### config.mk
export PLATFORM = sky130hd
export DESIGN_NAME = thumb_alu_execute_core
export DESIGN_NICKNAME = d
export VERILOG_FILES = /design/src/rtl/core/tae_pkg.sv /design/src/rtl/core/tae_regfile.sv /design/src/rtl/core/tae_alu.sv /design/src/rtl/core/thumb_alu_execute_core.sv
export SDC_FILE = /design/constraint.sdc
export NUM_CORES = 2
export LEC_CHECK = 0
export ABC_AREA = 1
export BUFFER_PORTS_ARGS = -buffer_cell sky130_fd_sc_hd__buf_2
export CORE_MARGIN = 2
export CORE_UTILIZATION = 40
export DETAILED_ROUTE_END_ITERATION = 7
export GPL_TIMING_DRIVEN = 0
export SLEW_MARGIN = 15
export SYNTH_ARGS = -nofsm -noshare
export SYNTH_HDL_FRONTEND = slang
export SYNTH_SLANG_ARGS = --single-unit
### constraint.sdc
create_clock -name clk -period 14.3 [get_ports clk]
set_clock_uncertainty 0.05 [all_clocks]
set_input_delay 2.145 -clock clk [delete_from_list [all_inputs] [get_ports clk]]
set_output_delay 2.145 -clock clk [all_outputs]
set_load 0.02 [all_outputs]
### src/rtl/core/tae_pkg.sv
// shared types, codes and decode helpers for the thumb alu execute core
`timescale 1ns / 1ps
`default_nettype none

package tae_pkg;

    // register file geometry
    localparam int unsigned REG_COUNT = 8;
    localparam int unsigned REG_AW    = 3;
    localparam int unsigned DATA_W    = 32;

    // item opcodes
    localparam logic [1:0] OP_EXEC = 2'd0;
    localparam logic [1:0] OP_LOAD = 2'd1;
    localparam logic [1:0] OP_READ = 2'd2;

    // flag bit positions inside the nzcv word
    localparam int unsigned FLAG_N = 3;
    localparam int unsigned FLAG_Z = 2;
    localparam int unsigned FLAG_C = 1;
    localparam int unsigned FLAG_V = 0;

    // instruction formats
    localparam logic [2:0] FMT_NONE   = 3'd0;
    localparam logic [2:0] FMT_SHIFT  = 3'd1;
    localparam logic [2:0] FMT_ADDSUB = 3'd2;
    localparam logic [2:0] FMT_IMM    = 3'd3;
    localparam logic [2:0] FMT_ALU    = 3'd4;

    // shift kinds
    localparam logic [1:0] SH_LSL = 2'd0;
    localparam logic [1:0] SH_LSR = 2'd1;
    localparam logic [1:0] SH_ASR = 2'd2;
    localparam logic [1:0] SH_ROR = 2'd3;

    // 8-bit immediate operations
    localparam logic [1:0] IMM_MOV = 2'd0;
    localparam logic [1:0] IMM_CMP = 2'd1;
    localparam logic [1:0] IMM_ADD = 2'd2;
    localparam logic [1:0] IMM_SUB = 2'd3;

    // two-register alu operations
    localparam logic [3:0] ALU_AND = 4'd0;
    localparam logic [3:0] ALU_EOR = 4'd1;
    localparam logic [3:0] ALU_LSL = 4'd2;
    localparam logic [3:0] ALU_LSR = 4'd3;
    localparam logic [3:0] ALU_ASR = 4'd4;
    localparam logic [3:0] ALU_ADC = 4'd5;
    localparam logic [3:0] ALU_SBC = 4'd6;
    localparam logic [3:0] ALU_ROR = 4'd7;
    localparam logic [3:0] ALU_TST = 4'd8;
    localparam logic [3:0] ALU_NEG = 4'd9;
    localparam logic [3:0] ALU_CMP = 4'd10;
    localparam logic [3:0] ALU_CMN = 4'd11;
    localparam logic [3:0] ALU_ORR = 4'd12;
    localparam logic [3:0] ALU_MUL = 4'd13;
    localparam logic [3:0] ALU_BIC = 4'd14;
    localparam logic [3:0] ALU_MVN = 4'd15;

    // one input beat
    typedef struct packed {
        logic [1:0]        opcode;
        logic [15:0]       instruction;
        logic [REG_AW-1:0] reg_index;
        logic [DATA_W-1:0] write_value;
    } item_t;

    // one result beat, flags in nzcv order
    typedef struct packed {
        logic              reg_written;
        logic [REG_AW-1:0] dest_reg;
        logic [DATA_W-1:0] dest_value;
        logic [DATA_W-1:0] read_value;
        logic [3:0]        flags;
        logic              unsupported;
    } result_t;

    // register file write port
    typedef struct packed {
        logic              en;
        logic [REG_AW-1:0] addr;
        logic [DATA_W-1:0] data;
    } wr_t;

    // classify an instruction word into one of the supported formats
    function automatic logic [2:0] decode_format(input logic [15:0] ins);
        logic [2:0] f;
        if (ins[15:11] == 5'b00011) begin
            f = FMT_ADDSUB;
        end else if (ins[15:13] == 3'b000) begin
            f = FMT_SHIFT;
        end else if (ins[15:13] == 3'b001) begin
            f = FMT_IMM;
        end else if (ins[15:10] == 6'b010000) begin
            f = FMT_ALU;
        end else begin
            f = FMT_NONE;
        end
        return f;
    endfunction

endpackage

`default_nettype wire

### src/rtl/core/tae_regfile.sv
// low register file r0-r7 with registered reads and write forwarding
`timescale 1ns / 1ps
`default_nettype none

module tae_regfile (
    input  wire logic                        clk,
    input  wire logic                        rst_n,
    input  wire logic                        rd_en,
    input  wire logic [tae_pkg::REG_AW-1:0]  rd_addr_a,
    input  wire logic [tae_pkg::REG_AW-1:0]  rd_addr_b,
    input  wire tae_pkg::wr_t                wr,
    output logic      [tae_pkg::DATA_W-1:0]  rd_data_a,
    output logic      [tae_pkg::DATA_W-1:0]  rd_data_b
);
    import tae_pkg::*;

    logic [DATA_W-1:0]    mem_reg [REG_COUNT];
    logic [REG_COUNT-1:0] valid_reg;
    logic [DATA_W-1:0]    rd_a_reg;
    logic [DATA_W-1:0]    rd_b_reg;

    // entries read as zero until first written after reset
    always_ff @(posedge clk or negedge rst_n)
    begin
        if (!rst_n)
        begin
            valid_reg <= '0;
        end
        else if (wr.en)
        begin
            valid_reg[wr.addr] <= 1'b1;
        end
    end

    // storage array
    always_ff @(posedge clk)
    begin
        if (wr.en)
        begin
            mem_reg[wr.addr] <= wr.data;
        end
    end

    // read both ports, taking a same-cycle write ahead of the array
    always_ff @(posedge clk)
    begin
        if (rd_en)
        begin
            if (wr.en && (wr.addr == rd_addr_a))
            begin
                rd_a_reg <= wr.data;
            end
            else if (valid_reg[rd_addr_a])
            begin
                rd_a_reg <= mem_reg[rd_addr_a];
            end
            else
            begin
                rd_a_reg <= '0;
            end

            if (wr.en && (wr.addr == rd_addr_b))
            begin
                rd_b_reg <= wr.data;
            end
            else if (valid_reg[rd_addr_b])
            begin
                rd_b_reg <= mem_reg[rd_addr_b];
            end
            else
            begin
                rd_b_reg <= '0;
            end
        end
    end

    assign rd_data_a = rd_a_reg;
    assign rd_data_b = rd_b_reg;

endmodule

`default_nettype wire

### src/rtl/core/tae_alu.sv
// execute logic: adder, shifter, multiplier and flag update for one beat
`timescale 1ns / 1ps
`default_nettype none

module tae_alu (
    input  wire tae_pkg::item_t              item,
    input  wire logic [tae_pkg::DATA_W-1:0]  op_a,
    input  wire logic [tae_pkg::DATA_W-1:0]  op_b,
    input  wire logic [3:0]                  flags_in,
    output tae_pkg::result_t                 res
);
    import tae_pkg::*;

    logic [15:0]       ins;
    logic [2:0]        fmt;
    logic [3:0]        alu_op;
    logic [1:0]        imm_op;
    logic [DATA_W-1:0] imm8;

    // adder
    logic [DATA_W-1:0] add_x;
    logic [DATA_W-1:0] add_y;
    logic              add_sub;
    logic              add_cin;
    logic [DATA_W-1:0] add_y_eff;
    logic [DATA_W:0]   add_t;
    logic [DATA_W-1:0] add_r;
    logic              add_c;
    logic              add_v;

    // shifter
    logic [1:0]        sh_kind;
    logic [DATA_W-1:0] sh_v;
    logic [7:0]        sh_n;
    logic [4:0]        sh_m;
    logic              sh_big;
    logic              sh_is32;
    logic [DATA_W:0]   sh_tl;
    logic [DATA_W:0]   sh_tr;
    logic [DATA_W:0]   sh_ta;
    logic [2*DATA_W-1:0] sh_trot;
    logic [DATA_W-1:0] sh_r;
    logic              sh_c;

    // logical and multiply
    logic [DATA_W-1:0] mul_r;
    logic [DATA_W-1:0] log_r;

    // execute outcome
    logic              ex_write;
    logic [REG_AW-1:0] ex_dreg;
    logic [DATA_W-1:0] ex_val;
    logic [3:0]        ex_flags;

    assign ins    = item.instruction;
    assign fmt    = decode_format(ins);
    assign alu_op = ins[9:6];
    assign imm_op = ins[12:11];
    assign imm8   = {24'd0, ins[7:0]};

    // operand selection for the shared adder and shifter
    always_comb
    begin
        add_x   = op_a;
        add_y   = op_b;
        add_sub = 1'b0;
        add_cin = 1'b0;
        sh_kind = ins[12:11];
        sh_v    = op_a;
        sh_n    = {3'd0, ins[10:6]};
        // immediate lsr and asr by zero mean a shift by 32
        if ((ins[10:6] == 5'd0) && (ins[12:11] != SH_LSL))
        begin
            sh_n = 8'd32;
        end
        case (fmt)
            FMT_ADDSUB:
            begin
                add_y   = ins[10] ? {29'd0, ins[8:6]} : op_b;
                add_sub = ins[9];
                add_cin = ins[9];
            end
            FMT_IMM:
            begin
                add_y   = imm8;
                add_sub = (imm_op != IMM_ADD);
                add_cin = (imm_op != IMM_ADD);
            end
            FMT_ALU:
            begin
                sh_n = op_b[7:0];
                case (alu_op)
                    ALU_LSL: sh_kind = SH_LSL;
                    ALU_LSR: sh_kind = SH_LSR;
                    ALU_ASR: sh_kind = SH_ASR;
                    ALU_ROR: sh_kind = SH_ROR;
                    ALU_ADC: add_cin = flags_in[FLAG_C];
                    ALU_SBC:
                    begin
                        add_sub = 1'b1;
                        add_cin = flags_in[FLAG_C];
                    end
                    ALU_NEG:
                    begin
                        add_x   = '0;
                        add_sub = 1'b1;
                        add_cin = 1'b1;
                    end
                    ALU_CMP:
                    begin
                        add_sub = 1'b1;
                        add_cin = 1'b1;
                    end
                    default: ;
                endcase
            end
            default: ;
        endcase
    end

    // add with carry in; subtract is add of the inverted operand
    assign add_y_eff = add_sub ? ~add_y : add_y;
    assign add_t     = {1'b0, add_x} + {1'b0, add_y_eff} + {{DATA_W{1'b0}}, add_cin};
    assign add_r     = add_t[DATA_W-1:0];
    assign add_c     = add_t[DATA_W];
    assign add_v     = ~(add_x[DATA_W-1] ^ add_y_eff[DATA_W-1]) & (add_x[DATA_W-1] ^ add_r[DATA_W-1]);

    // barrel shifter with the extra carry bit carried along
    assign sh_m     = sh_n[4:0];
    assign sh_big   = |sh_n[7:5];
    assign sh_is32  = (sh_n[7:5] == 3'b001) && (sh_m == 5'd0);
    assign sh_tl    = {1'b0, sh_v} << sh_m;
    assign sh_tr    = {sh_v, 1'b0} >> sh_m;
    assign sh_ta    = $unsigned($signed({sh_v, 1'b0}) >>> sh_m);
    assign sh_trot  = {sh_v, sh_v} >> sh_m;

    always_comb
    begin
        sh_r = sh_v;
        sh_c = flags_in[FLAG_C];
        if (sh_n != 8'd0)
        begin
            case (sh_kind)
                SH_LSL:
                begin
                    if (!sh_big)
                    begin
                        sh_r = sh_tl[DATA_W-1:0];
                        sh_c = sh_tl[DATA_W];
                    end
                    else
                    begin
                        sh_r = '0;
                        sh_c = sh_is32 ? sh_v[0] : 1'b0;
                    end
                end
                SH_LSR:
                begin
                    if (!sh_big)
                    begin
                        sh_r = sh_tr[DATA_W:1];
                        sh_c = sh_tr[0];
                    end
                    else
                    begin
                        sh_r = '0;
                        sh_c = sh_is32 ? sh_v[DATA_W-1] : 1'b0;
                    end
                end
                SH_ASR:
                begin
                    if (!sh_big)
                    begin
                        sh_r = sh_ta[DATA_W:1];
                        sh_c = sh_ta[0];
                    end
                    else
                    begin
                        sh_r = {DATA_W{sh_v[DATA_W-1]}};
                        sh_c = sh_v[DATA_W-1];
                    end
                end
                default:
                begin
                    // rotate by a multiple of 32 keeps the value
                    if (sh_m == 5'd0)
                    begin
                        sh_r = sh_v;
                        sh_c = sh_v[DATA_W-1];
                    end
                    else
                    begin
                        sh_r = sh_trot[DATA_W-1:0];
                        sh_c = sh_trot[DATA_W-1];
                    end
                end
            endcase
        end
    end

    // multiply keeps the low word only
    assign mul_r = op_a * op_b;

    // logical results
    always_comb
    begin
        case (alu_op)
            ALU_EOR: log_r = op_a ^ op_b;
            ALU_ORR: log_r = op_a | op_b;
            ALU_MUL: log_r = mul_r;
            ALU_BIC: log_r = op_a & ~op_b;
            ALU_MVN: log_r = ~op_b;
            default: log_r = op_a & op_b;
        endcase
    end

    // instruction outcome and flag update
    always_comb
    begin
        ex_write = 1'b0;
        ex_dreg  = ins[2:0];
        ex_val   = '0;
        ex_flags = flags_in;
        case (fmt)
            FMT_ADDSUB:
            begin
                ex_write = 1'b1;
                ex_val   = add_r;
                ex_flags = {add_r[DATA_W-1], add_r == '0, add_c, add_v};
            end
            FMT_SHIFT:
            begin
                ex_write = 1'b1;
                ex_val   = sh_r;
                ex_flags = {sh_r[DATA_W-1], sh_r == '0, sh_c, flags_in[FLAG_V]};
            end
            FMT_IMM:
            begin
                ex_dreg = ins[10:8];
                case (imm_op)
                    IMM_MOV:
                    begin
                        ex_write         = 1'b1;
                        ex_val           = imm8;
                        ex_flags[FLAG_N] = 1'b0;
                        ex_flags[FLAG_Z] = (imm8 == '0);
                    end
                    IMM_CMP:
                    begin
                        ex_flags = {add_r[DATA_W-1], add_r == '0, add_c, add_v};
                    end
                    default:
                    begin
                        ex_write = 1'b1;
                        ex_val   = add_r;
                        ex_flags = {add_r[DATA_W-1], add_r == '0, add_c, add_v};
                    end
                endcase
            end
            FMT_ALU:
            begin
                case (alu_op)
                    ALU_LSL, ALU_LSR, ALU_ASR, ALU_ROR:
                    begin
                        ex_write = 1'b1;
                        ex_val   = sh_r;
                        ex_flags = {sh_r[DATA_W-1], sh_r == '0, sh_c, flags_in[FLAG_V]};
                    end
                    ALU_ADC, ALU_SBC, ALU_NEG:
                    begin
                        ex_write = 1'b1;
                        ex_val   = add_r;
                        ex_flags = {add_r[DATA_W-1], add_r == '0, add_c, add_v};
                    end
                    ALU_CMP, ALU_CMN:
                    begin
                        ex_flags = {add_r[DATA_W-1], add_r == '0, add_c, add_v};
                    end
                    ALU_TST:
                    begin
                        ex_flags[FLAG_N] = log_r[DATA_W-1];
                        ex_flags[FLAG_Z] = (log_r == '0);
                    end
                    default:
                    begin
                        ex_write         = 1'b1;
                        ex_val           = log_r;
                        ex_flags[FLAG_N] = log_r[DATA_W-1];
                        ex_flags[FLAG_Z] = (log_r == '0);
                    end
                endcase
            end
            default: ;
        endcase
    end

    // result beat per opcode
    always_comb
    begin
        res       = '0;
        res.flags = flags_in;
        case (item.opcode)
            OP_LOAD:
            begin
                res.reg_written = 1'b1;
                res.dest_reg    = item.reg_index;
                res.dest_value  = item.write_value;
            end
            OP_READ:
            begin
                res.read_value = op_a;
            end
            OP_EXEC:
            begin
                res.reg_written = ex_write;
                res.dest_reg    = ex_write ? ex_dreg : '0;
                res.dest_value  = ex_write ? ex_val : '0;
                res.flags       = ex_flags;
                res.unsupported = (fmt == FMT_NONE);
            end
            default: ;
        endcase
    end

endmodule

`default_nettype wire

### src/rtl/core/thumb_alu_execute_core.sv
// top level of the thumb alu execute core: input stage, execute, result register
// each accepted item beat is held in the input stage, then in the result register
// throughput: one item per cycle when not stalled, set by one execute stage that
//   reads operands, updates r0-r7 and flags and loads the result register together
// operands are read from the register file as the item is accepted, with a
//   same-cycle register write forwarded into the read
// reset clears the pipeline valids and the flags; r0-r7 read as zero until written
`timescale 1ns / 1ps
`default_nettype none

module thumb_alu_execute_core (
    input  wire logic                        clk,
    input  wire logic                        rst_n,
    input  wire logic                        item_valid,
    output logic                             item_stall,
    input  wire logic [1:0]                  opcode,
    input  wire logic [15:0]                 instruction,
    input  wire logic [tae_pkg::REG_AW-1:0]  reg_index,
    input  wire logic [tae_pkg::DATA_W-1:0]  write_value,
    output logic                             result_valid,
    input  wire logic                        result_stall,
    output logic                             reg_written,
    output logic      [tae_pkg::REG_AW-1:0]  dest_reg,
    output logic      [tae_pkg::DATA_W-1:0]  dest_value,
    output logic      [tae_pkg::DATA_W-1:0]  read_value,
    output logic                             flag_n,
    output logic                             flag_z,
    output logic                             flag_c,
    output logic                             flag_v,
    output logic                             unsupported
);
    import tae_pkg::*;

    logic              s1_valid_reg;
    item_t             s1_item_reg;
    logic              out_valid_reg;
    result_t           out_res_reg;
    logic [3:0]        flags_reg;

    logic              accept;
    logic              advance;
    logic [2:0]        in_fmt;
    logic [REG_AW-1:0] addr_a;
    logic [REG_AW-1:0] addr_b;
    logic [DATA_W-1:0] op_a;
    logic [DATA_W-1:0] op_b;
    result_t           ex_res;
    wr_t               rf_wr;

    // handshake: execute when the result register is free or being emptied
    assign advance    = s1_valid_reg && (!out_valid_reg || !result_stall);
    assign item_stall = s1_valid_reg && !advance;
    assign accept     = item_valid && !item_stall;

    // operand addresses from the incoming beat
    assign in_fmt = decode_format(instruction);

    always_comb
    begin
        addr_a = instruction[5:3];
        addr_b = instruction[5:3];
        case (opcode)
            OP_READ: addr_a = reg_index;
            default:
            begin
                case (in_fmt)
                    FMT_ADDSUB: addr_b = instruction[8:6];
                    FMT_IMM:    addr_a = instruction[10:8];
                    FMT_ALU:    addr_a = instruction[2:0];
                    default: ;
                endcase
            end
        endcase
    end

    // input stage
    always_ff @(posedge clk or negedge rst_n)
    begin
        if (!rst_n)
        begin
            s1_valid_reg <= 1'b0;
        end
        else if (accept)
        begin
            s1_valid_reg <= 1'b1;
        end
        else if (advance)
        begin
            s1_valid_reg <= 1'b0;
        end
    end

    always_ff @(posedge clk)
    begin
        if (accept)
        begin
            s1_item_reg.opcode      <= opcode;
            s1_item_reg.instruction <= instruction;
            s1_item_reg.reg_index   <= reg_index;
            s1_item_reg.write_value <= write_value;
        end
    end

    // register file write from the executing beat
    assign rf_wr.en   = advance && ex_res.reg_written;
    assign rf_wr.addr = ex_res.dest_reg;
    assign rf_wr.data = ex_res.dest_value;

    tae_regfile u_regfile (
        .clk       (clk),
        .rst_n     (rst_n),
        .rd_en     (accept),
        .rd_addr_a (addr_a),
        .rd_addr_b (addr_b),
        .wr        (rf_wr),
        .rd_data_a (op_a),
        .rd_data_b (op_b)
    );

    tae_alu u_alu (
        .item     (s1_item_reg),
        .op_a     (op_a),
        .op_b     (op_b),
        .flags_in (flags_reg),
        .res      (ex_res)
    );

    // condition flags
    always_ff @(posedge clk or negedge rst_n)
    begin
        if (!rst_n)
        begin
            flags_reg <= '0;
        end
        else if (advance)
        begin
            flags_reg <= ex_res.flags;
        end
    end

    // result register
    always_ff @(posedge clk or negedge rst_n)
    begin
        if (!rst_n)
        begin
            out_valid_reg <= 1'b0;
        end
        else if (advance)
        begin
            out_valid_reg <= 1'b1;
        end
        else if (!result_stall)
        begin
            out_valid_reg <= 1'b0;
        end
    end

    always_ff @(posedge clk)
    begin
        if (advance)
        begin
            out_res_reg <= ex_res;
        end
    end

    assign result_valid = out_valid_reg;
    assign reg_written  = out_res_reg.reg_written;
    assign dest_reg     = out_res_reg.dest_reg;
    assign dest_value   = out_res_reg.dest_value;
    assign read_value   = out_res_reg.read_value;
    assign flag_n       = out_res_reg.flags[FLAG_N];
    assign flag_z       = out_res_reg.flags[FLAG_Z];
    assign flag_c       = out_res_reg.flags[FLAG_C];
    assign flag_v       = out_res_reg.flags[FLAG_V];
    assign unsupported  = out_res_reg.unsupported;

    // load and read beats leave the flags alone
    a_flags_hold: assert property (@(posedge clk) disable iff (!rst_n)
        (advance && (s1_item_reg.opcode != OP_EXEC)) |=> (flags_reg == $past(flags_reg)))
        else $error("flags changed on a non-execute beat");

    // an unsupported word never writes a register
    a_unsup_nowrite: assert property (@(posedge clk) disable iff (!rst_n)
        (result_valid && unsupported) |-> !reg_written)
        else $error("unsupported beat wrote a register");

    // destination fields are zero when nothing was written
    a_dest_zero: assert property (@(posedge clk) disable iff (!rst_n)
        (result_valid && !reg_written) |-> ((dest_reg == '0) && (dest_value == '0)))
        else $error("destination fields set without a register write");

    // a read beat shows up as a result without a register write
    a_read_result: assert property (@(posedge clk) disable iff (!rst_n)
        (advance && (s1_item_reg.opcode == OP_READ)) |=> (result_valid && !reg_written))
        else $error("read beat produced a write or no result");

endmodule

`default_nettype wire

==> results.md <==
* Status: completed
* Flip-flop count of the largest register after layout at 256
* Worst path buffer plus inverter count at 7
* Routability cong. at around 1.1
* Global-route wire length before repair at 325000 microns
* Post-CTS sizing at 0
* Vias at 48500
* Largest net degree at the start of global routing at 71
* Detailed-router iteration count before antenna repair at 7
* Residual DRC at 0
* Vias in the first global route at 46400
* Clk buf depth at 3
* Worst-path clk slew at about 0.060 ns
* Final core utilization at 0.443
* Setup crit start kind: flop
* Post-route ant nets at 0
* Number of synthesized flops with an enable pin at 446
* Cell Area, Placed at 52000 sq um
* RSZ-0062 raised after global routing: false
* Most used DFF post-synth: edfxtp_1
* Post-synth cell types at 60
* Per-cell routed wire length at 27.0 microns
* Die width at 353 microns
* Cell family with most CP delay: adder cells
* Worst path max stage delay at around 0.9 ns
* Die Span Y at 353 microns
* All-layer global routing usage at 0.357
* CP endpoint kind: flop
* Port bufs at 131
* Most frequent CP cell: fa_1
* Final nets at 7424
* Mapped cell area at 48800 sq um
* Max-slew violations at 0
* Post-synthesis average cell area at 7.45 sq um
* Row cnt at 128
* Die area at 125000 sq um
* Initial antenna violation count at 6
* Setup bufs post-CTS at 0
* Root Driver: clkbuf_16
* Total Routed Length at 228000 microns
* Final Cell Area at 53800 sq um
* #FFs+latches synth at 460
* Worst Path Arrival at 10.59 ns
* Filler Cells Inserted at 12500
* Post-Synthesis Cells at 6554
* Fin. Hold Viols at 0
* Total congestion overflow at 0
* Ports at ~130
* Peak fanout along the critical path at 10
* Yosys warnings at 0
* Final setup TNS at 0 ns
* Clock Latency Late Sink at 0.67 ns
* Slew @ Worst Pin at 1.26 ns
* Fraction of registers with async set/reset at 0.0304
* Via/cell ratio at 5.76
* Setup violators final at 0
* Crit. path cell count at 31
* CTS tree: done
* Required @ worst endpoint at 14.54 ns
* Sequential area share after synthesis at 0.281
* Crit path max-delay cell type: clkbuf_1
* CTS Sinks at 460
* Part of the cycle the worst path needs at 0.723
* Cts hold-fix bufs at 0
* Final HPWL DP at 181000 microns
* WHS Path Cells at 2
* Max-cap viol count at 0
* Min Tclk post-route at 10.34 ns
* Worst min-delay path class: flop to flop
* Share of cells above drive strength 1 at 0.0593
* TritonCTS buffer count at 52
* Reg2Reg Setup Slack at 3.96 ns
* # H-tree levels at 2
* Worst r2r path cells at 31
* Area grow syn2layout at 10.2%
* Iter 0 DRT Violations at 6614
* Net Count, Synth at 7223
* Crit Path Class: flop to flop
* Starting Density at 0.402
* Relative slew slack at 0.156
* Fmax at 96.7 MHz
* Core ar. at 122000 sq um
cell usage after synthesis, types with 5 or more instances:
cell	instances	area, sq um
buf_4	20	150
o21ai_0	418	2090
o21bai_1	8	60.1
buf_6	7	78.8
nand2_1	1763	6620
xor2_1	77	674
nor2_4	5	56.3
buf_1	40	150
a21o_1	9	67.6
inv_1	1052	3950
nand4_1	52	325
inv_2	11	41.3
nor2_2	11	68.8
nor4_1	5	31.3
nand3_1	656	3280
ha_1	202	2530
clkbuf_1	233	875
dfrtp_1	14	350
a211oi_1	13	97.6
nand3_2	5	50.1
fa_1	410	8210
edfxtp_1	446	13400
a221oi_1	14	123
a32o_1	5	50.1
or2_2	12	75.1
o221ai_1	40	350
o22ai_1	25	156
nand3b_1	12	90.1
a21oi_1	242	1210
a31oi_1	54	338
xnor2_1	45	394
a22oi_1	8	60.1
nor3_1	16	80.1
nor2_1	466	1750
o211ai_1	16	120
o21ai_1	27	135
o21a_1	7	52.6
buf_2	65	325
clkinv_1	5	18.8
nand2_2	6	37.5
final cells by class:
type                            count  area (sq um)  area share
Multi-Input combinational cell   4661         29600       0.550
Sequential cell                   460         13700       0.255
Inverter                         1068          4010      0.0746
Tap cell                         1625          2030      0.0378
Buffer                            365          1580      0.0294
Clock buffer                       57          1340      0.0249
Timing Repair Buffer              147          1030      0.0191
Clock inverter                     38           462     0.00858
Antenna cell                        3          7.51    0.000140
worst paths after layout:
path / endpoint / startpoint
worst max-delay path: u_regfile.mem_reg[3][29] / u_regfile.rd_data_b[8]
worst min-delay path: flags_reg[2] / flags_reg[2]
worst max register to register: u_regfile.mem_reg[3][29] / u_regfile.rd_data_b[8]
worst min register to register: flags_reg[2] / flags_reg[2]
max in group asynchronous: u_regfile.valid_reg[3] / rst_n
min in group asynchronous: flags_reg[3] / rst_n
per-layer routing:
metal,vias up,wire (microns),global-route usage
li1,21400,-,-
met1,23700,91900,0.486
met2,2904,99400,0.553
met3,547,23600,0.0637
met4,4,12700,0.171
met5,-,28,0
placed cells by master, fill, tap and decap left out, types with 45 or more instances in the layout:
master     count
nand2_1     1763
inv_1       1051
nand3_1      656
nor2_1       458
edfxtp_1     446
o21ai_0      418
fa_1         410
a21oi_1      242
clkbuf_1     233
ha_1         202
buf_2        196
xor2_1        77
a31oi_1       54
clkbuf_16     53
nand4_1       52
xnor2_1       45
cell families (layout without fill, tap and decap cells):
group | Yosys count | count (layout) | share of synthesized area
XOR/XNOR | 122 | 122 | 0.0219
buffers and inverters | 1433 | 1675 | 0.114
AND/OR/NAND/NOR | 3017 | 3017 | 0.257
adder cells (fa/ha/maj) | 612 | 612 | 0.220
flip-flops | 460 | 460 | 0.281
other | 0 | 3 | 0
AO/OA/AOI/OAI | 910 | 910 | 0.106
through the flow:
step                      hold slack [ns]  cells  setup slack, ns
after global placement              0.401   8310             3.79
after detailed placement            0.413   8326             4.18
after floorplan                     0.389   6554             6.74
after CTS                           0.432   8421             4.14
final                               0.430   8424             3.96
after global routing                0.456   8421             3.65
tightest hold or removal path: cells and delay by family, from the launching register on:
kind	cells	cell delay, ns
flops	1	0.34
simple gates	2	0.10
Power is left out: the tool's default activity adds up to more than one toggle a clock period on the data nets, which glitch-free logic cannot reach.
